$ cat src/sv/sba_pkg.sv
// ============================================================================
// sba_pkg
// Shared types and codes for the scoped bump allocator.
// ============================================================================
package sba_pkg;

    // Default geometry
    localparam int CHUNK_BYTES_DEF = 1024;
    localparam int SCOPE_DEPTH_DEF = 16;
    localparam int MAX_CHUNKS_DEF  = 64;

    // Command codes
    typedef enum logic [1:0] {
        CMD_ALLOC = 2'd0,
        CMD_PUSH  = 2'd1,
        CMD_POP   = 2'd2
    } cmd_code_t;

    // Status codes
    typedef enum logic [2:0] {
        ST_OK         = 3'd0,
        ST_ZERO_SIZE  = 3'd1,
        ST_TOO_LARGE  = 3'd2,
        ST_NO_CHUNKS  = 3'd3,
        ST_SCOPE_FULL = 3'd4,
        ST_SCOPE_EMPT = 3'd5
    } status_code_t;

    // Sequencer states
    typedef enum logic {
        SEQ_IDLE = 1'b0,
        SEQ_POP  = 1'b1
    } seq_state_t;

    // Command transfer
    typedef struct packed {
        logic [1:0]  command;
        logic [15:0] size;
    } sba_cmd_t;

    // Response transfer
    typedef struct packed {
        logic [2:0] status;
        logic [5:0] chunk_index;
        logic [9:0] offset;
        logic [3:0] scope_level;
        logic [6:0] chunks_in_use;
    } sba_rsp_t;

endpackage

$ cat src/sv/scoped_bump_allocator_unit.sv
// ============================================================================
// scoped_bump_allocator_unit
// Bump allocator over a chain of chunks with a stack of saved scopes.
// ============================================================================
// Each command transfer yields exactly one response transfer. Allocate and
// push respond straight from the idle state; pop passes through SEQ_POP, since
// the restored scope comes out of the scope stack memory, whose read data is
// registered. So the block takes one command per cycle for allocate and push
// while the response is not stalled, and a pop holds off the next command until
// its response is loaded. The live (top) scope sits in registers; the scope
// stack memory holds the scopes below it, written by push and read back by pop.
// Every entry is written by push before pop reads it, so the memory needs no
// clearing pass after reset. A finished response waits in an output register,
// and the next command is taken in the same cycle it is handed over.
module scoped_bump_allocator_unit #(
    parameter int CHUNK_BYTES = sba_pkg::CHUNK_BYTES_DEF,
    parameter int SCOPE_DEPTH = sba_pkg::SCOPE_DEPTH_DEF,
    parameter int MAX_CHUNKS  = sba_pkg::MAX_CHUNKS_DEF
) (
    input  logic              clk,
    input  logic              rst_n,
    input  logic              cmd_valid,
    output logic              cmd_stall,
    input  sba_pkg::sba_cmd_t cmd,
    output logic              rsp_valid,
    input  logic              rsp_stall,
    output sba_pkg::sba_rsp_t rsp
);
    import sba_pkg::*;

    // Internal widths: offsets reach CHUNK_BYTES, counts reach MAX_CHUNKS.
    localparam int OFF_W   = $clog2(CHUNK_BYTES + 1);
    localparam int SUM_W   = OFF_W + 1;
    localparam int CH_W    = $clog2(MAX_CHUNKS);
    localparam int CNT_W   = $clog2(MAX_CHUNKS + 1);
    localparam int LVL_W   = $clog2(SCOPE_DEPTH);
    localparam int ENTRY_W = CH_W + OFF_W;

    // Control and live scope
    seq_state_t       state_reg, state_next;
    logic [LVL_W-1:0] level_reg, level_next;
    logic [CNT_W-1:0] count_reg, count_next;
    logic [CH_W-1:0]  top_ch_reg, top_ch_next;
    logic [OFF_W-1:0] top_off_reg, top_off_next;

    // Response register
    logic             rsp_valid_reg, rsp_valid_next;
    sba_rsp_t         rsp_reg, rsp_next;

    // Scope stack memory
    logic [ENTRY_W-1:0] stack_mem [SCOPE_DEPTH];
    logic [ENTRY_W-1:0] rd_data_reg;
    logic               wr_en, rd_en;
    logic [LVL_W-1:0]   rd_addr;

    // Allocate datapath
    logic             accept;
    logic             size_zero, size_big, overflow, need_new, at_limit;
    logic [SUM_W-1:0] off_sum;
    logic [OFF_W-1:0] size_off;
    logic [CNT_W-1:0] ch_plus;
    logic [31:0]      top_ch32, top_off32, next_ch32;

    assign accept    = cmd_valid && !cmd_stall;
    assign cmd_stall = (state_reg != SEQ_IDLE) || (rsp_valid_reg && rsp_stall);
    assign rsp_valid = rsp_valid_reg;
    assign rsp       = rsp_reg;

    // Size checks; the sum below is only used once size fits a chunk.
    assign size_zero = (cmd.size == 16'd0);
    assign size_big  = (32'(cmd.size) > CHUNK_BYTES);
    assign size_off  = OFF_W'(cmd.size);
    assign off_sum   = SUM_W'(top_off_reg) + SUM_W'(size_off);
    assign overflow  = (32'(off_sum) > CHUNK_BYTES);
    assign ch_plus   = CNT_W'(top_ch_reg) + CNT_W'(1);
    assign need_new  = (ch_plus >= count_reg);
    assign at_limit  = (32'(count_reg) >= MAX_CHUNKS);

    // Zero-extended views for the fixed-width response fields
    assign top_ch32  = 32'(top_ch_reg);
    assign top_off32 = 32'(top_off_reg);
    assign next_ch32 = 32'(ch_plus);

    always_comb
    begin
        sba_rsp_t r;
        logic     load;
        r              = '0;
        load           = 1'b0;
        state_next     = state_reg;
        level_next     = level_reg;
        count_next     = count_reg;
        top_ch_next    = top_ch_reg;
        top_off_next   = top_off_reg;
        rsp_valid_next = rsp_valid_reg && rsp_stall;
        rsp_next       = rsp_reg;
        wr_en          = 1'b0;
        rd_en          = 1'b0;
        rd_addr        = level_reg - LVL_W'(1);

        case (state_reg)
            SEQ_IDLE:
            begin
                if (accept)
                begin
                    load     = 1'b1;
                    r.status = ST_OK;
                    case (cmd.command)
                        CMD_ALLOC:
                        begin
                            if (size_zero)
                            begin
                                r.status = ST_ZERO_SIZE;
                            end
                            else if (size_big)
                            begin
                                r.status = ST_TOO_LARGE;
                            end
                            else if (!overflow)
                            begin
                                // Fits: bump within the current chunk.
                                r.chunk_index = top_ch32[5:0];
                                r.offset      = top_off32[9:0];
                                top_off_next  = off_sum[OFF_W-1:0];
                            end
                            else if (need_new && at_limit)
                            begin
                                r.status = ST_NO_CHUNKS;
                            end
                            else
                            begin
                                // Advance to the next chunk, appending if none follows.
                                if (need_new)
                                begin
                                    count_next = count_reg + CNT_W'(1);
                                end
                                top_ch_next   = ch_plus[CH_W-1:0];
                                top_off_next  = size_off;
                                r.chunk_index = next_ch32[5:0];
                                r.offset      = 10'd0;
                            end
                        end
                        CMD_PUSH:
                        begin
                            if (32'(level_reg) == SCOPE_DEPTH - 1)
                            begin
                                r.status = ST_SCOPE_FULL;
                            end
                            else
                            begin
                                // Save the live scope; the new top starts as a copy.
                                wr_en      = 1'b1;
                                level_next = level_reg + LVL_W'(1);
                            end
                        end
                        CMD_POP:
                        begin
                            if (level_reg == '0)
                            begin
                                r.status = ST_SCOPE_EMPT;
                            end
                            else
                            begin
                                // Fetch the saved scope; respond once it returns.
                                rd_en      = 1'b1;
                                load       = 1'b0;
                                level_next = level_reg - LVL_W'(1);
                                state_next = SEQ_POP;
                            end
                        end
                        default:
                        begin
                            r.status = ST_OK;
                        end
                    endcase
                end
            end
            SEQ_POP:
            begin
                top_ch_next  = rd_data_reg[ENTRY_W-1:OFF_W];
                top_off_next = rd_data_reg[OFF_W-1:0];
                load         = 1'b1;
                r.status     = ST_OK;
                state_next   = SEQ_IDLE;
            end
            default:
            begin
                state_next = SEQ_IDLE;
            end
        endcase

        if (load)
        begin
            // Report level and chunk count as they stand after the command.
            r.scope_level   = 4'(level_next);
            r.chunks_in_use = 7'(count_next);
            rsp_valid_next  = 1'b1;
            rsp_next        = r;
        end
    end

    always_ff @(posedge clk or negedge rst_n)
    begin
        if (!rst_n)
        begin
            state_reg     <= SEQ_IDLE;
            level_reg     <= '0;
            count_reg     <= CNT_W'(1);
            top_ch_reg    <= '0;
            top_off_reg   <= '0;
            rsp_valid_reg <= 1'b0;
        end
        else
        begin
            state_reg     <= state_next;
            level_reg     <= level_next;
            count_reg     <= count_next;
            top_ch_reg    <= top_ch_next;
            top_off_reg   <= top_off_next;
            rsp_valid_reg <= rsp_valid_next;
        end
    end

    always_ff @(posedge clk)
    begin
        rsp_reg <= rsp_next;
    end

    // Scope stack: one write port (push), one registered read port (pop).
    always_ff @(posedge clk)
    begin
        if (wr_en)
        begin
            stack_mem[level_reg] <= {top_ch_reg, top_off_reg};
        end
        if (rd_en)
        begin
            rd_data_reg <= stack_mem[rd_addr];
        end
    end

`ifndef SYNTHESIS
    a_level_range: assert property (@(posedge clk) disable iff (!rst_n)
        32'(level_reg) <= SCOPE_DEPTH - 1)
        else $error("scope level beyond stack depth");

    a_count_range: assert property (@(posedge clk) disable iff (!rst_n)
        (count_reg != '0) && (32'(count_reg) <= MAX_CHUNKS))
        else $error("chunk count out of range");

    a_top_in_chain: assert property (@(posedge clk) disable iff (!rst_n)
        CNT_W'(top_ch_reg) < count_reg)
        else $error("live scope points past the chunk chain");

    a_pop_blocks: assert property (@(posedge clk) disable iff (!rst_n)
        (state_reg == SEQ_POP) |-> cmd_stall)
        else $error("command taken while a pop is in flight");

    a_pop_responds: assert property (@(posedge clk) disable iff (!rst_n)
        (state_reg == SEQ_POP) |=> (rsp_valid && (state_reg == SEQ_IDLE)))
        else $error("pop did not complete with a response");
`endif

endmodule
$ cat config.mk
export PLATFORM = sky130hd
export DESIGN_NAME = scoped_bump_allocator_unit
export DESIGN_NICKNAME = d
export VERILOG_FILES = /design/src/sv/sba_pkg.sv /design/src/sv/scoped_bump_allocator_unit.sv
export SDC_FILE = /design/constraint.sdc
export NUM_CORES = 1
export LEC_CHECK = 0
export BUFFER_PORTS_ARGS = -buffer_cell sky130_fd_sc_hd__clkbuf_2
export CORE_MARGIN = 3
export CORE_UTILIZATION = 55
export CTS_CLUSTER_SIZE = 14
export DETAILED_ROUTE_END_ITERATION = 16
export PLACE_DENSITY = 0.81
export SETUP_SLACK_MARGIN = 0.15
export SYNTH_ARGS = -nofsm -noshare
export SYNTH_HDL_FRONTEND = slang
export SYNTH_SLANG_ARGS = --single-unit
$ cat constraint.sdc
create_clock -name clk -period 4.92 [get_ports clk]
set_input_delay 0.246 -clock clk [delete_from_list [all_inputs] [get_ports clk]]
set_output_delay 0.246 -clock clk [all_outputs]
set_load 0.01 [all_outputs]
==> flow_metrics.tcl <==
set metrics [dict create \
    ys_ff_latch 349 \
    grt_overflow 0 \
    synth_top_area_cell "edfxtp_1" \
    port_buffers 53 \
    endpoint_kind "flop" \
    largest_reg_flops 272 \
    pwr-share-comb_pct 32.1 \
    drive_gt1_share_pct 26.3 \
    track_usage_pct 23.8 \
    status "completed" \
    io_pins 54 \
    worstMarginPinSlew_ns 1.27 \
    first_iter_violations 855 \
    num_vias 8156 \
    synth_most_common_cell "edfxtp_1" \
    cp-start-kind "flop" \
    cts.htree.levels 2 \
    drv_cap 0 \
    finalMaxSlewViolations 0 \
    syn_inst 822 \
    antenna_cells 0 \
    skew_ns 0.0118 \
    die_area_um2 28800 \
    drtPass1Iterations 5 \
    p_leak_nw 5.60 \
    clk_latency_ns 0.52 \
    start_util_pct 56.3 \
    avgRoutedWirePerCell_um 26.4 \
    intPower_mw 7.05 \
    antenna_found_initial 0 \
    hold_path.class "in -> reg" \
    total_power_mw 10.4 \
    ir_drop_v 0.000422 \
    finalSetupViolations 0 \
    coreArea_um2 26200 \
    yosysWarnings 0 \
    cts-root-buf "clkbuf_16" \
    cts_resized 0 \
    drcViolationCount 0 \
    critPathRequiredTime_ns 5.19 \
    die_height_um 170 \
    slew_headroom_pct 15.2 \
    fin_tns_setup_ns 0 \
    power.share.clock_pct 25.5 \
    sw_frac_of_total_pct 32.3 \
    synthTopCellsByArea "edfxtp_1 (65%), mux4_2 (13%), dfrtp_1 (4.9%)" \
    place.gp.congestion 0.876 \
    via_per_inst 6.37 \
    arrival_ns 4.19 \
    worst_path_largest_cell_delay_ns 0.70 \
    fmax_ghz 0.255 \
    fin_crit_sh_pct 79.7 \
    wl_mm 33.7 \
    row_count 59 \
    crit_type "reg -> reg" \
    p_per_area_nw_per_um2 621 \
    cts_buffers 36 \
    synthArstFlopShare_pct 8.60 \
    nets 969 \
    grt_pass1_vias 8242 \
    crit_chain "ha_1, inv_1, fa_1, nor2b_1, o211ai_1, a22oi_1, xnor2_1, o2111a_1, nor2_1, maj3_1, o31a_1" \
    ys_types 74 \
    synth_common_cells "edfxtp_1 (319), mux4_2 (85), nor2_1 (48)" \
    grt_pass1_wl_mm 50.7 \
    hold_violations 0 \
    die_x_um 170 \
    switching_power_mw 3.36 \
    p_seq_share_pct 42.4 \
    grt_setup_unrepaired "false" \
    grt_max_degree 71 \
    ys.flop_type "edfxtp_1" \
    critPathMaxFanout 19 \
    path_clk_slew_ns 0.06 \
    cts_sinks 349 \
    cts_buffer_depth 3 \
    synth_top_area_share_pct 65.0 \
    period_minus_slack_ns 3.92 \
    hpwl_mm 19.5 \
    cpMaxStageDelayCell "dfrtp_1" \
    cts_tree "built" \
    yosysSeqAreaShare_pct 70.1 \
    synthesis.area_um2 14700 \
    ant_nets 0 \
    syn_to_final_growth_pct 13.7 \
    avgSynthCellArea_um2 17.9 \
    synth-edff-count 319 \
]
-- logic make-up after synthesis --
logic type / synth area share, %
DFF: 70.1
and+or+nand+nor: 5.99
muxes: 14.0
AOI/OAI and AO/OA: 4.47
buffers and inverters: 1.67
adders and majority gates: 2.66
xor gates and xnor gates: 1.13
other: 0.0254
-- routing by layer --
layer	global-route usage, %	vias to the layer above	routed length [um]
met5	0	-	0
met4	9.03	0	1210
met3	3.70	77	2440
met2	40.4	404	17200
met1	31.5	4168	12900
li1	-	3507	-
-- stage by stage --
step / cell area, um^2 / instances / setup slack (ns) / hold slack, ns / utilization, %
after floorplan: 14800 / 838 / 1.39 / -0.0496 / -
after global placement: 15600 / 1212 / 1.16 / 0.396 / 59.5
after detailed placement: 15600 / 1212 / 1.07 / 0.394 / 59.5
after CTS: 16800 / 1280 / 1.04 / 0.0581 / 64.0
after global routing: 16800 / 1280 / 0.726 / 0.0608 / 64.0
final: 16800 / 1280 / 1.00 / 0.0701 / 64.0
-- worst max-delay path, delay by kind of cell (launching register included) --
| kind | cells | cell delay [ns] |
|---|---|---|
| AO/OA/AOI/OAI | 4 | 1.24 |
| XOR/XNOR | 1 | 0.21 |
| adder cells (fa/ha/maj) | 3 | 1.05 |
| buffers and inverters | 1 | 0.07 |
| flip-flops | 1 | 0.70 |
| AND/OR/NAND/NOR | 2 | 0.39 |
-- path summary, 6_finish.rpt --
path	startpoint	end	slack, ns	cells past startpoint
max	top_off_reg[0]$_DFFE_PN0P_	rsp[28]$_SDFFCE_PP0P_	1.0	11
min	cmd[15]	rsp[28]$_SDFFCE_PP0P_	0.07	2
min reg2reg	rd_data_reg[13]$_DFFE_PP_	top_ch_reg[2]$_DFFE_PN0P_	0.46	2
max reg2reg	top_off_reg[0]$_DFFE_PN0P_	rsp[28]$_SDFFCE_PP0P_	1.0	11
min in group asynchronous	rst_n	top_off_reg[9]$_DFFE_PN0P_	0.36	2
max in group asynchronous	rst_n	level_reg[0]$_DFF_PN0_	3.89	2
-- area by class of cell --
cell class / count / area [um^2]
flip-flops and latches: 349 / 10300
inverters: 23 / 86.3
repair buffers: 78 / 470
clock inverters: 25 / 208
clock buffers: 41 / 941
well taps: 335 / 419
multi-input cells: 429 / 4310
fillers: 1762 / 9440
-- cell usage in the layout, fill, tap and decap left out, drive strengths merged, types with 4 or more instances in the layout --
master / count
edfxtp: 319
clkbuf: 94
mux4: 85
nor2: 49
nand2: 33
ha: 29
dfrtp: 29
inv: 26
buf: 23
o21ai: 23
nor3: 22
clkinv: 18
conb: 17
xnor2: 15
a21oi: 14
mux2i: 12
and3: 12
nand3: 10
a31oi: 7
nand2b: 6
nor4: 6
or4: 6
or3: 5
nand4: 5
a211oi: 5
o211ai: 4
o311a: 4
xor2: 4
o21a: 4
a21o: 4
nor2b: 4
-- power by group through the flow --
stage          Clock (mW)  Combinational [mW]  Sequential (mW)
4_1_cts              2.70                3.37             4.41
3_5_place_dp            0                3.26             4.47
6_report             2.65                3.34             4.41
2_1_floorplan           0                2.56             4.19
3_3_place_gp            0                3.20             4.43
5_1_grt              2.80                3.58             4.48
-- timing repair --
action                                 4_1_cts  5_1_grt
buffers inserted                             0        0
endpoints found under the hold margin       30        0
hold buffers                                 2        0
No activity file was read; power rests on OpenSTA's default activity.
